===== config.mk =====
export PLATFORM = sky130hd
export DESIGN_NAME = think_tag_stream_splitter
export DESIGN_NICKNAME = d
export VERILOG_FILES = /design/src/rtl/core/tts_pkg.sv /design/src/rtl/core/tts_front.sv /design/src/rtl/core/tts_queue.sv /design/src/rtl/core/tts_back.sv /design/src/rtl/core/think_tag_stream_splitter.sv
export SDC_FILE = /design/constraint.sdc
export NUM_CORES = 1
export LEC_CHECK = 0
export BUFFER_PORTS_ARGS = -buffer_cell sky130_fd_sc_hd__buf_2
export CAP_MARGIN = 20
export CORE_AREA = 4 4 65 126
export CTS_CLUSTER_DIAMETER = 200
export CTS_CLUSTER_SIZE = 30
export DETAILED_ROUTE_END_ITERATION = 10
export DIE_AREA = 0 0 69 130
export PLACE_DENSITY = 0.85
export SLEW_MARGIN = 20
export SYNTH_ARGS = -nofsm -noshare
export SYNTH_HDL_FRONTEND = slang
export SYNTH_SLANG_ARGS = --single-unit

===== constraint.sdc =====
create_clock -name clk -period 4.9 [get_ports clk]
set_input_delay 0.245 -clock clk [delete_from_list [all_inputs] [get_ports clk]]
set_output_delay 0.245 -clock clk [all_outputs]
set_load 0.05 [all_outputs]

===== src/rtl/core/tts_pkg.sv =====
// shared types, codes and tag tables for the think tag stream splitter
`default_nettype none
package tts_pkg;

	// request kinds
	typedef enum logic [1:0] {
		KIND_TEXT    = 2'd0,
		KIND_CLEAR   = 2'd1,
		KIND_FOREIGN = 2'd2,
		KIND_UNUSED  = 2'd3
	} tts_kind_t;

	// kind of the newest transcript entry
	typedef enum logic [1:0] {
		ENTRY_NONE     = 2'd0,
		ENTRY_ANSWER   = 2'd1,
		ENTRY_THINKING = 2'd2,
		ENTRY_FOREIGN  = 2'd3
	} tts_entry_t;

	localparam int QUEUE_DEPTH = 4;
	localparam int QPTR_W      = $clog2(QUEUE_DEPTH);
	localparam int QCNT_W      = $clog2(QUEUE_DEPTH + 1);

	// last index of each tag
	localparam logic [2:0] OPEN_LAST  = 3'd6;
	localparam logic [2:0] CLOSE_LAST = 3'd7;

	localparam logic [7:0] CHAR_LT = 8'h3c;

	// one release job: npre tag prefix bytes, then the data byte when tail is set
	typedef struct packed {
		logic       section;
		logic       marker;
		logic [2:0] npre;
		logic       tail;
		logic [7:0] data;
		logic       start;
	} tts_job_t;

	// byte idx of the tag awaited in the given mode
	function automatic logic [7:0] tag_char(input logic thinking, input logic [2:0] idx);
		logic [7:0] c;
		c = 8'h00;
		if (thinking) begin
			case (idx)
				3'd0: c = 8'h3c; // <
				3'd1: c = 8'h2f; // /
				3'd2: c = 8'h74; // t
				3'd3: c = 8'h68; // h
				3'd4: c = 8'h69; // i
				3'd5: c = 8'h6e; // n
				3'd6: c = 8'h6b; // k
				default: c = 8'h3e; // >
			endcase
		end else begin
			case (idx)
				3'd0: c = 8'h3c;
				3'd1: c = 8'h74;
				3'd2: c = 8'h68;
				3'd3: c = 8'h69;
				3'd4: c = 8'h6e;
				3'd5: c = 8'h6b;
				3'd6: c = 8'h3e;
				default: c = 8'h00;
			endcase
		end
		return c;
	endfunction

endpackage
`default_nettype wire


===== src/rtl/core/tts_front.sv =====
// front end: takes requests, tracks tag match state, issues release jobs
`default_nettype none
module tts_front
	import tts_pkg::*;
(
	input  wire logic       clk,
	input  wire logic       arst_n,
	input  wire logic       req_valid,
	input  wire logic [1:0] req_kind,
	input  wire logic [7:0] req_byte,
	input  wire logic       q_full,
	output logic            req_ready,
	output logic            push,
	output tts_job_t        push_job
);

	logic [2:0] held_q;
	logic       thinking_q;
	tts_entry_t entry_q;

	logic       accept;
	logic [7:0] want;
	logic [2:0] tag_last;
	tts_entry_t mode_entry;

	assign req_ready  = ~q_full;
	assign accept     = req_valid & req_ready;
	assign want       = tag_char(thinking_q, held_q);
	assign tag_last   = thinking_q ? CLOSE_LAST : OPEN_LAST;
	assign mode_entry = thinking_q ? ENTRY_THINKING : ENTRY_ANSWER;

	// held bytes are always a prefix of the awaited tag, so only a count is kept;
	// '<' occurs only at the start of either tag, so a mismatch keeps at most that byte
	always_comb begin
		push              = 1'b0;
		push_job.section  = thinking_q;
		push_job.marker   = 1'b0;
		push_job.npre     = held_q;
		push_job.tail     = 1'b0;
		push_job.data     = req_byte;
		push_job.start    = (entry_q != mode_entry);
		if (accept && tts_kind_t'(req_kind) == KIND_TEXT) begin
			if (req_byte == want) begin
				if (held_q == tag_last) begin
					push             = 1'b1;
					push_job.section = ~thinking_q;
					push_job.marker  = 1'b1;
					push_job.npre    = 3'd0;
					push_job.start   = 1'b1;
				end
			end else if (req_byte == CHAR_LT) begin
				push = 1'b1;
			end else begin
				push          = 1'b1;
				push_job.tail = 1'b1;
			end
		end
	end

	always_ff @(posedge clk or negedge arst_n) begin
		if (!arst_n) begin
			held_q     <= 3'd0;
			thinking_q <= 1'b0;
			entry_q    <= ENTRY_NONE;
		end else if (accept) begin
			unique case (tts_kind_t'(req_kind))
				KIND_TEXT: begin
					if (req_byte == want) begin
						if (held_q == tag_last) begin
							held_q     <= 3'd0;
							thinking_q <= ~thinking_q;
							entry_q    <= thinking_q ? ENTRY_ANSWER : ENTRY_THINKING;
						end else begin
							held_q <= held_q + 3'd1;
						end
					end else begin
						held_q  <= (req_byte == CHAR_LT) ? 3'd1 : 3'd0;
						entry_q <= mode_entry;
					end
				end
				KIND_CLEAR: begin
					held_q     <= 3'd0;
					thinking_q <= 1'b0;
					entry_q    <= ENTRY_NONE;
				end
				KIND_FOREIGN: begin
					entry_q <= ENTRY_FOREIGN;
				end
				default: begin
				end
			endcase
		end
	end

endmodule
`default_nettype wire


===== src/rtl/core/tts_queue.sv =====
// short job queue between front and back end
`default_nettype none
module tts_queue
	import tts_pkg::*;
(
	input  wire logic     clk,
	input  wire logic     arst_n,
	input  wire logic     push,
	input  wire tts_job_t push_job,
	input  wire logic     pop,
	output logic          full,
	output logic          not_empty,
	output tts_job_t      head
);

	tts_job_t          mem [QUEUE_DEPTH];
	logic [QPTR_W-1:0] wr_ptr_q;
	logic [QPTR_W-1:0] rd_ptr_q;
	logic [QCNT_W-1:0] count_q;

	logic do_push;
	logic do_pop;

	assign full      = (count_q == QCNT_W'(QUEUE_DEPTH));
	assign not_empty = (count_q != '0);
	assign do_push   = push & ~full;
	assign do_pop    = pop & not_empty;
	assign head      = mem[rd_ptr_q];

	always_ff @(posedge clk) begin
		if (do_push) begin
			mem[wr_ptr_q] <= push_job;
		end
	end

	always_ff @(posedge clk or negedge arst_n) begin
		if (!arst_n) begin
			wr_ptr_q <= '0;
			rd_ptr_q <= '0;
			count_q  <= '0;
		end else begin
			if (do_push) begin
				wr_ptr_q <= wr_ptr_q + QPTR_W'(1);
			end
			if (do_pop) begin
				rd_ptr_q <= rd_ptr_q + QPTR_W'(1);
			end
			if (do_push && !do_pop) begin
				count_q <= count_q + QCNT_W'(1);
			end else if (do_pop && !do_push) begin
				count_q <= count_q - QCNT_W'(1);
			end
		end
	end

endmodule
`default_nettype wire


===== src/rtl/core/tts_back.sv =====
// back end: walks each job and emits one result per cycle while the output accepts it
`default_nettype none
module tts_back
	import tts_pkg::*;
(
	input  wire logic     clk,
	input  wire logic     arst_n,
	input  wire logic     job_valid,
	input  wire tts_job_t job,
	output logic          pop,
	output logic          res_valid,
	input  wire logic     res_ready,
	output logic          res_section,
	output logic          res_has_byte,
	output logic [7:0]    res_text,
	output logic          res_start,
	output logic          res_last
);

	logic [2:0] idx_q;
	logic [3:0] total;
	logic [2:0] last_idx;
	logic       take;

	assign total    = {1'b0, job.npre} + {3'd0, job.tail};
	assign last_idx = job.marker ? 3'd0 : 3'(total - 4'd1);
	assign res_valid = job_valid;
	assign take     = res_valid & res_ready;
	assign pop      = take & (idx_q == last_idx);

	always_comb begin
		res_section  = job.section;
		res_has_byte = ~job.marker;
		res_start    = job.start & (idx_q == 3'd0);
		res_last     = (idx_q == last_idx);
		if (job.marker) begin
			res_text = 8'h00;
		end else if ({1'b0, idx_q} < {1'b0, job.npre}) begin
			res_text = tag_char(job.section, idx_q);
		end else begin
			res_text = job.data;
		end
	end

	always_ff @(posedge clk or negedge arst_n) begin
		if (!arst_n) begin
			idx_q <= 3'd0;
		end else if (take) begin
			idx_q <= pop ? 3'd0 : idx_q + 3'd1;
		end
	end

endmodule
`default_nettype wire


===== src/rtl/core/think_tag_stream_splitter.sv =====
// top level of the think tag stream splitter
// a request's job is registered in the job queue; results come from the queue head
// throughput: one request per cycle while the 4-entry job queue has room; the back
// end gives one result per cycle when accepted and pops a job with its last result
// reset: arst_n clears the match state, mode, entry tracking and the job queue
`default_nettype none
module think_tag_stream_splitter
	import tts_pkg::*;
(
	input  wire logic       clk,
	input  wire logic       arst_n,
	input  wire logic       s_tvalid,
	output logic            s_tready,
	input  wire logic [7:0] s_tdata,  // [7:0] data_byte
	input  wire logic [1:0] s_tuser,  // [1:0] kind
	output logic            m_tvalid,
	input  wire logic       m_tready,
	output logic [7:0]      m_tdata,  // [7:0] text_out
	output logic [2:0]      m_tuser,  // [0] section, [1] has_byte, [2] starts_entry
	output logic            m_tlast
);

	logic     q_full;
	logic     q_push;
	tts_job_t q_push_job;
	logic     q_pop;
	logic     q_not_empty;
	tts_job_t q_head;

	tts_front u_front (
		.clk       (clk),
		.arst_n    (arst_n),
		.req_valid (s_tvalid),
		.req_kind  (s_tuser),
		.req_byte  (s_tdata),
		.q_full    (q_full),
		.req_ready (s_tready),
		.push      (q_push),
		.push_job  (q_push_job)
	);

	tts_queue u_queue (
		.clk       (clk),
		.arst_n    (arst_n),
		.push      (q_push),
		.push_job  (q_push_job),
		.pop       (q_pop),
		.full      (q_full),
		.not_empty (q_not_empty),
		.head      (q_head)
	);

	tts_back u_back (
		.clk          (clk),
		.arst_n       (arst_n),
		.job_valid    (q_not_empty),
		.job          (q_head),
		.pop          (q_pop),
		.res_valid    (m_tvalid),
		.res_ready    (m_tready),
		.res_section  (m_tuser[0]),
		.res_has_byte (m_tuser[1]),
		.res_text     (m_tdata),
		.res_start    (m_tuser[2]),
		.res_last     (m_tlast)
	);

endmodule
`default_nettype wire


* Word level (Yosys, flattened, before mapping) *
Memories as Yosys holds them, arrays and structs flattened.
Index checks and enable logic that the tools add are counted.

word-level totals
  flip-flop bits (word level) = 16
  RAM bits = 60
  input port bits = 14
  output and inout bits = 14
  memories = 1

operators by class
  add/subtract/negate cells = 8
  order comparisons = 1
  equal/unequal tests = 23
  muxes and demuxes = 38
  bitwise operators = 9
  reduce and logical (&&, ||, !) cells = 15

memory list
  memory       depth  bits a word  read ports  clocked after memory_dff  wr ports  RTL line         text
  u_queue.mem  4      15           1           0                         1         tts_queue.sv:16  tts_job_t mem [QUEUE_DEPTH];

operators by type and width
  cell                                              number
  case mux 7 bit (7 select lines)                   4
  two-way mux 8 bit                                 4
  == test 3 bit, second input constant              7
  two-way mux 3 bit                                 6
  two-way mux 1 bit                                 14
  == test 3 x 2 -> 1 bit, second input constant     4
  two-way mux 5 bit                                 2
  adder 3 x 1 -> 3 bit, second input constant       3
  == test 8 x 6 -> 1 bit, second input constant     1
  == test 8 bit                                     1
  two-way mux 2 bit                                 4
  AND 1 bit                                         6
  == test 3 x 1 -> 1 bit, second input constant     2
  == test 3 bit                                     2
  zero test 3 bit                                   2
  two-way mux 6 bit                                 1
  case mux 2 bit (3 select lines)                   1
  case mux 3 bit (2 select lines)                   1
  nonzero test 3 bit                                2
  subtractor 3 x 1 -> 3 bit, second input constant  2
  adder 2 x 1 -> 2 bit, second input constant       2
  inequality test 2 bit, second input constant      2
  AND reduction 4 bit                               1
  nonzero test 2 bit                                2
  other kinds (13)                                  18

* Longest topological paths before layout *
Gate-level depths: netlist of run 1.

  depth in word-level cells = 11
  gate-level depth with buffers = 18
  gate-level depth less buffers = 16

* Modules after synthesis *
Synthesis of run 1 repeated with hierarchy kept, for this count alone.

second synthesis, totals
  cell total of the unflattened synthesis = 369
  area, all modules = 4503.1 um^2

by module, submodules not included
  module     instances  cells each  area an instance (um^2)  sequential area each (um^2)
  tts_queue  1          115         2601.2                   1976.9
  tts_front  1          148         1143.6                   150.1
  tts_back   1          106         758.2                    75.1

* Least setup slack after synthesis of run 1 *
Ideal clock, no wire load.

  kind = register to register
  start = reg u_queue.rd_ptr_q[0]
  end = reg u_queue.count_q[1]
  library setup time = 0.125 ns
  arrival = 4.419 ns
  path slack = 0.357 ns
  cell stages (with the launch flop) = 17
  period minus slack after synthesis = 4.543 ns
  cells stage by stage = dfrtp_1 buf_2 buf_1 mux4_2 inv_1 ha_1 ha_1 inv_1 nor4_1 a31oi_1 o32a_1 nor2_1 nand2_1 ha_1 inv_1 fa_1 mux2_2

on the way
  longest elaborated chain between the ends = 10

ends and longest elaborated chain
  element                                                  RTL line                         text
  start: declaration                                       tts_queue.sv:18                  logic [QPTR_W-1:0] rd_ptr_q;
  start signal: assignment                                 tts_queue.sv:46                  rd_ptr_q <= rd_ptr_q + QPTR_W'(1);
  memory (4 x 15 bit) *                                    -
  adder 3 x 1 -> 3 bit                                     tts_back.sv:25                   assign total = {1'b0, job.npre} + {3'd0, job.tail};
  subtractor 3 x 1 -> 3 bit                                tts_back.sv:26                   assign last_idx = job.marker ? 3'd0 : 3'(total - 4'd1);
  two-way mux 3 bit *                                      tts_back.sv:26
  == test 3 bit *                                          -
  via m_tlast                                              think_tag_stream_splitter.sv:20  output logic m_tlast
  AND 1 bit *                                              tts_back.sv:29                   assign pop = take & (idx_q == last_idx);
  AND 1 bit *                                              tts_queue.sv:27                  assign do_pop = pop & not_empty;
  zero test 1 bit                                          tts_queue.sv:48                  if (do_push && !do_pop) begin
  logical AND 1 bit                                        tts_queue.sv:48
  two-way mux 3 bit or nonzero test 2 bit (tied branches)  -
  end signal: assignment                                   tts_queue.sv:49                  count_q <= count_q + QCNT_W'(1);
  end signal: assignment                                   tts_queue.sv:51                  count_q <= count_q - QCNT_W'(1);
  end: declaration                                         tts_queue.sv:19                  logic [QCNT_W-1:0] count_q;

Mark *: on every way through the listed nets, which the timed path passes. The rest lies on a longest branch.
A chain may end at the register's enable or synchronous reset.

* Final worst setup path of run 1 *
  start = reg u_queue.rd_ptr_q[0]
  end = out m_tdata[6]

on the way
  longest elaborated chain between the ends = 4

ends and longest elaborated chain
  element                                                          RTL line                         text
  memory (4 x 15 bit) *                                            -
  less-than comparator 3 bit or two-way mux 8 bit (tied branches)  tts_back.sv:38, tts_pkg.sv:45
  two-way mux 8 bit                                                tts_back.sv:38                   end else if ({1'b0, idx_q} < {1'b0, job.npre}) begin
  two-way mux 8 bit *                                              tts_back.sv:36                   if (job.marker) begin
  end: declaration                                                 think_tag_stream_splitter.sv:18  output logic [7:0] m_tdata,

Every way passes the cells marked *; elsewhere a longest branch is shown, timed or not.

==> run_results.csv, run 1 <==
group,metric,value,unit
status,status,"finished clean",
cts,cts_root_buf,"clkbuf_16",
logic_synthesis,synth_nets,371,
cts,clock_sinks,76,
floorplan,initial_core_util,0.586,
worst_setup_path,startpoint_type,"register",
floorplan,die_area,8970,um^2
finish,fillers,537,
global_routing,grt_max_degree,21,
worst_setup_path,rrSetupSlack,1.06,ns
power_and_ir_drop,peakVddDrop,0.212,mV
sta,setup_viol,0,
finish,final_util,0.650,
global_routing,overflow,0,
global_routing,antenna_found_initial,0,
logic_synthesis,ys_seq_area_frac,0.517,
global_routing,track_usage,0.224,
min_path,holdCritStartpoint,"s_tdata[4]",
worst_setup_path,crit_path_end_kind,"primary output",
logic_synthesis,syn_inst,335,
sta,hold_viol,0,
worst_setup_path,cp.arrival,3.84,ns
cts,cts_buffers,9,
route,via_per_inst,6.40,
sta,skew,0.00458,ns
route,drtIter0Drc,160,
sta,max_slew_margin,0.292,
floorplan,row_count,44,
place,dp_cells,438,
cts,cts_tree,"yes",
floorplan,core,7270,um^2
sta,fin_tns_setup,0,ns
sta,rsz0062_at_grt,"false",
route,detail-route-antenna-nets,0,
place,placed_cell_area,4410,um^2
cts,clk_latency,0.33,ns
cts,cts.path.max_buffers,2,
min_path,hp-class,"in2reg",
logic_synthesis,async_flop_share,0.211,
sta,period_minus_slack,4.08,ns
global_routing,grt_pass1_vias,2998,
finish,finalNetCount,394,
route,wl,9.48,mm
logic_synthesis,ys_seq_elements,76,
logic_synthesis,yosys.cell_types.count,63,
floorplan,die_w,69,um
route,dr.pass1.iters,5,
worst_setup_path,path_max_fanout,13,
power_and_ir_drop,power_leakage,0.00178,uW
min_path,hold-path-endpoint,"u_queue.mem[2][5]",
finish,drive_above_1_share,0.209,
logic_synthesis,synth_area_per_cell,12.7,um^2
floorplan,die_height,130,um
route,drc,0,
cts,path_clk_slew,0.06,ns
place,io_buffers,27,
logic_synthesis,synth_area,4260,um^2
worst_setup_path,rr_startpoint,"u_queue.rd_ptr_q[0]",
route,routedWlPerCell,20.8,um
global_routing,grt_pass1_wl,15.3,mm
sta,hold_ws,0.183,ns
logic_synthesis,yosysWarnings,0,
floorplan,io_pins,28,
route,route.vias.total,2911,
sta,fin_crit_sh,0.833,
finish,design_area,4720,um^2
finish,insertedDiodeCount,0,
sta,tightest_slew,1.06,ns
worst_setup_path,path_class,"reg2out",
finish,fin_cells,455,
sta,report.final.slew_viol_count,0,
logic_synthesis,synth_edf_count,60,
cts,htree_num_levels,3,
power_and_ir_drop,p_per_area,583,nW/um^2
worst_setup_path,cp.required,4.66,ns
run,maxCapViolCount,0,
worst_setup_path,rr_worst_depth,15,
finish,syn2layout_area_growth,10.9,%
logic_synthesis,synth_flop_cell,"edfxtp_1",
worst_setup_path,r2r_end,"u_queue.count_q[1]",
sta,max_clock_freq,245,MHz
min_path,min_path_cells,1,
place,routabilityCongestion,0.904,
place,dp_hpwl,6.54,mm
==> cells in the mapped netlist, types with 3 or more instances <==
cell,count,area share
a21oi_1,11,0.013
nor2_1,27,0.024
clkbuf_1,5,0.0044
o211ai_1,4,0.0071
nor2b_1,4,0.0059
nand3_1,8,0.0094
nand2b_1,4,0.0059
a31oi_1,4,0.0059
xnor2_1,9,0.019
inv_1,19,0.017
and2_1,8,0.012
edfxtp_1,60,0.42
mux2i_1,6,0.014
nor3b_1,3,0.0053
mux4_2,15,0.079
a311oi_1,3,0.0062
ha_1,21,0.062
or3_1,3,0.0044
nor3_1,11,0.013
buf_6,3,0.0079
mux2_2,4,0.011
buf_1,3,0.0026
dfrtp_1,16,0.094
xor2_1,5,0.010
o21ai_0,9,0.011
a211oi_1,3,0.0053
nand2_1,14,0.012
buf_4,4,0.0071
nand4_1,4,0.0059
nor4_1,3,0.0044
==> state kept, by name, summed over array words and instances (netlist names) <==
signal / cells
u_front.thinking_q: 1
u_queue.mem: 60
u_queue.wr_ptr_q: 2
u_front.entry_q: 2
u_queue.count_q: 3
u_back.idx_q: 3
u_queue.rd_ptr_q: 2
u_front.held_q: 3
==> repair_timing <==
item / in CTS / in global routing
hold buffers: 1 / 0
gates resized for setup: 0 / 0
buffers inserted: 0 / 0
endpoints found under the hold margin: 16 / 0
==> cell families after synthesis <==
| group | share of synthesized area |
|---|---|
| compound gates | 0.108 |
| xor+xnor | 0.0288 |
| fa+ha+maj | 0.0664 |
| buf+inv | 0.0411 |
| flops | 0.517 |
| mux | 0.107 |
| simple gates | 0.132 |
==> cell type report <==
type,instances,area [um^2],area share
Clock inverter,7,75.1,0.0159
Inverter,19,71.3,0.0151
Multi-Input combinational cell,223,1880,0.398
Clock buffer,9,225,0.0477
Sequential cell,76,2200,0.466
Tap cell,92,115,0.0244
Timing Repair Buffer,29,153,0.0323
==> worst max-delay path by stage <==
stage / start / end / slack (ns) / cells after the start
after global routing: u_queue.rd_ptr_q[0] / m_tdata[6] / 0.64 / 9
final: u_queue.rd_ptr_q[0] / m_tdata[6] / 0.82 / 9
after floorplan: u_queue.rd_ptr_q[0] / u_queue.count_q[1] / 0.36 / 16
after detailed placement: u_queue.rd_ptr_q[0] / u_queue.count_q[1] / 1.07 / 15
after CTS: u_queue.rd_ptr_q[0] / m_tdata[6] / 0.84 / 9
after global placement: u_queue.rd_ptr_q[0] / u_queue.count_q[1] / 1.24 / 15
==> per-stage QoR <==
stage,worst slack (ns),total power [uW]
finish,0.818,2750
global route,0.640,2910
CTS,0.836,2760
detailed placement,1.07,2100
global placement,1.24,2040
floorplan,0.357,1850
==> worst max-delay path, cell delays in order, from the launching register on <==
cell	delay, ns
dfrtp_1	0.49
buf_4	0.34
mux4_2	0.55
inv_1	0.11
ha_1	0.24
a21o_1	0.17
a21oi_1	0.83
o211ai_1	0.29
a21oi_1	0.21
buf_2	0.28
==> report_power, final <==
group / internal [uW] / total [uW] / switching, uW
sequential: 780 / 892 / 111
combinational: 442 / 1200 / 763
clock: 396 / 657 / 260
==> layer usage <==
metal | routed length (um) | share of wire | track usage | vias to the layer above
met5 | 0 | 0 | 0 | -
met2 | 5400 | 0.57 | 0.417 | 125
li1 | - | - | - | 1310
met3 | 358 | 0.038 | 0.0347 | 30
met1 | 3320 | 0.35 | 0.230 | 1446
met4 | 405 | 0.043 | 0.143 | 0
==> placed cells by master, fill, tap and decap left out, types with 3 or more instances in the layout <==
cell type,Yosys,final
a211oi_1,3,3
a21oi_1,11,11
a311oi_1,3,3
a31oi_1,4,4
and2_1,8,8
buf_2,2,27
clkbuf_16,0,9
dfrtp_1,16,16
edfxtp_1,60,60
ha_1,21,21
inv_1,19,19
mux2_2,4,4
mux2i_1,6,6
mux4_2,15,15
nand2_1,14,14
nand2b_1,4,4
nand3_1,8,8
nand4_1,4,4
nor2_1,27,27
nor2b_1,4,4
nor3_1,11,11
nor3b_1,3,3
nor4_1,3,3
o211ai_1,4,4
o21ai_0,9,9
or3_1,3,3
xnor2_1,9,9
xor2_1,5,5
Note: power is estimated with default switching activity, not from simulation.
==> run 2: changes to the inputs <==
--- a/config.mk
+++ b/config.mk
@@ -7,12 +7,12 @@
 export LEC_CHECK = 0
 export BUFFER_PORTS_ARGS = -buffer_cell sky130_fd_sc_hd__buf_2
 export CAP_MARGIN = 20
-export CORE_AREA = 4 4 65 126
+export CORE_AREA = 4 4 68 132
 export CTS_CLUSTER_DIAMETER = 200
 export CTS_CLUSTER_SIZE = 30
 export DETAILED_ROUTE_END_ITERATION = 10
-export DIE_AREA = 0 0 69 130
-export PLACE_DENSITY = 0.85
+export DIE_AREA = 0 0 72 136
+export PLACE_DENSITY = 0.81
 export SLEW_MARGIN = 20
 export SYNTH_ARGS = -nofsm -noshare
 export SYNTH_HDL_FRONTEND = slang
==> constraint.sdc (replaced) <==
create_clock -name clk -period 3.65 [get_ports clk]
set_input_delay 0.1825 -clock clk [delete_from_list [all_inputs] [get_ports clk]]
set_output_delay 0.1825 -clock clk [all_outputs]
set_load 0.05 [all_outputs]
==> run_results.csv, run 2 (same netlist as run 1, synthesis figures left out) <==
group,metric,value,unit
status,status,"finished clean",
worst_setup_path,path_class,"reg2reg",
power_and_ir_drop,p_int,2240,uW
finish,syn2layout_area_growth,12.7,%
run,maxCapViolCount,0,
sta,fin_crit_sh,0.947,
floorplan,die_w,72,um
cts,path_clk_slew,0.05,ns
sta,rsz0062_at_grt,"false",
route,route.vias.total,2913,
cts,clk_latency,0.33,ns
cts,cts_tree,"yes",
route,routedWlPerCell,19.7,um
cts,clock_sinks,76,
power_and_ir_drop,peakVddDrop,0.272,mV
worst_setup_path,critical_path.cell_chain,"inv_1 > ha_1 > mux2_2 > a22oi_1 > a21oi_1 > nor4b_4 > and4_4 > a21oi_4 > ha_1 > inv_1 > fa_1 > mux2_2",
power_and_ir_drop,power_frac_clock,0.236,
global_routing,grt_pass1_wl,14.4,mm
global_routing,track_usage,0.201,
route,top_layer_used,"met4",
route,drc,0,
worst_setup_path,path_max_fanout,11,
worst_setup_path,rrSetupSlack,0.19,ns
worst_setup_path,startpoint_type,"register",
place,dp_slack,0.0702,ns
finish,final_common_cell,"edfxtp_1",
place,io_buffers,27,
sta,period_minus_slack,3.46,ns
worst_setup_path,cp.required,3.86,ns
place,placed_cell_area,4490,um^2
cts,cts_root_buf,"clkbuf_16",
route,wl_met1,3.14,mm
sta,fin_tns_setup,0,ns
power_and_ir_drop,p_seq_frac,0.315,
cts,cts_buffers,9,
worst_setup_path,critPathTopFamily,"adder cells",
worst_setup_path,crit_buf_inv,2,
finish,regMostFlops,"u_queue.mem",
finish,finalNetCount,402,
finish,design_area,4800,um^2
power_and_ir_drop,power_leakage,0.00182,uW
power_and_ir_drop,swShare,0.400,
sta,setup_viol,0,
power_and_ir_drop,p_per_area,776,nW/um^2
route,dr_wl_met2,5.35,mm
worst_setup_path,crit_path_end_kind,"register",
global_routing,antenna_found_initial,0,
global_routing,grt_pass1_vias,2942,
floorplan,row_count,46,
finish,final_cell_mix,"edfxtp_1 (60), buf_2 (27), nor2_1 (25)",
min_path,hp-class,"in2reg",
floorplan,initial_core_util,0.536,
global_routing,grt_max_degree,21,
floorplan,io_pins,28,
route,detail-route-antenna-nets,0,
sta,skew,0.00397,ns
finish,drive_above_1_share,0.235,
cts,cts.path.max_buffers,2,
floorplan,die_area,9790,um^2
worst_setup_path,rr_worst_depth,12,
power_and_ir_drop,pwr-share-comb,0.449,
place,dp_hpwl,6.74,mm
finish,fin_cells,467,
place,dp_cells,450,
route,wl,9.22,mm
route,drtIter0Drc,131,
finish,insertedDiodeCount,0,
worst_setup_path,slowest_stage,"dfrtp_2",
finish,largest_reg_flops,60,
place,routabilityCongestion,0.901,
cts,htree_num_levels,3,
global_routing,overflow,0,
worst_setup_path,cp.arrival,3.67,ns
worst_setup_path,crit_cells,12,
sta,finalWorstSetupSlack,0.192,ns
power_and_ir_drop,switching_power,1490,uW
route,dr.pass1.iters,4,
sta,hold_viol,0,
route,via_per_inst,6.24,
sta,report.final.slew_viol_count,0,
sta,max_slew_margin,0.501,
cts,post_cts_buffers,0,
worst_setup_path,cpPeakStageDelay,0.46,ns
route,met3_length,311,um
sta,max_clock_freq,289,MHz
min_path,min_path_cells,1,
sta,tightest_slew,0.742,ns
floorplan,core,7940,um^2
floorplan,die_height,136,um
==> run 2: cell count changes in the layout (fill, tap and decap cells not counted), sizes merged <==
cell	delta
buf	+8
clkinvlp	-2
clkinv	-1
inv	-2
clkbuf	+5
==> run 2: path summary, 6_finish.rpt <==
kind                                          from                  end
worst min-delay path                    s_tdata[7]    u_queue.mem[2][8]
min in group asynchronous                   arst_n  u_queue.rd_ptr_q[0]
max in group asynchronous                   arst_n    u_front.held_q[0]
worst max register to register   u_front.held_q[0]   u_queue.count_q[1]
worst max-delay path             u_front.held_q[0]   u_queue.count_q[1]
worst min register to register  u_queue.count_q[2]   u_queue.count_q[2]
==> run 2: per-stage QoR <==
stage | hold WS (ns) | power [uW] | utilization
finish | 0.127 | 3730 | 0.604
global route | 0.124 | 3910 | 0.604
CTS | 0.110 | 3750 | 0.603
detailed placement | 0.126 | 2860 | 0.565
global placement | 0.125 | 2800 | 0.565
floorplan | -0.113 | 2520 | -
==> run 2: power groups by stage <==
stage	logic [uW]	clock network [uW]	registers, uW
after CTS	1690	888	1170
after detailed placement	1680	0	1190
after global routing	1800	923	1190
after floorplan	1400	0	1120
final	1670	879	1170
after global placement	1620	0	1170
==> run 2: layer usage <==
metal | GRT usage | up-vias
li1 | - | 1333
met1 | 0.182 | 1449
met2 | 0.386 | 104
met3 | 0.0385 | 27
met4 | 0.130 | 0
met5 | 0 | -
==> run 2: final cells by class <==
class	instances	area, um^2
clock buffers	14	264
flip-flops and latches	76	2200
multi-input cells	223	1890
inverters	19	71.3
repair buffers	37	213
fillers	597	3140
well taps	96	120
clock inverters	2	33.8
==> run 2: what timing repair did <==
item / in CTS / in global routing
gates resized for setup: 0 / 5
hold endpoints to repair: 16 / 0
endpoints found under the setup margin: 0 / 2
hold buffers: 1 / 0
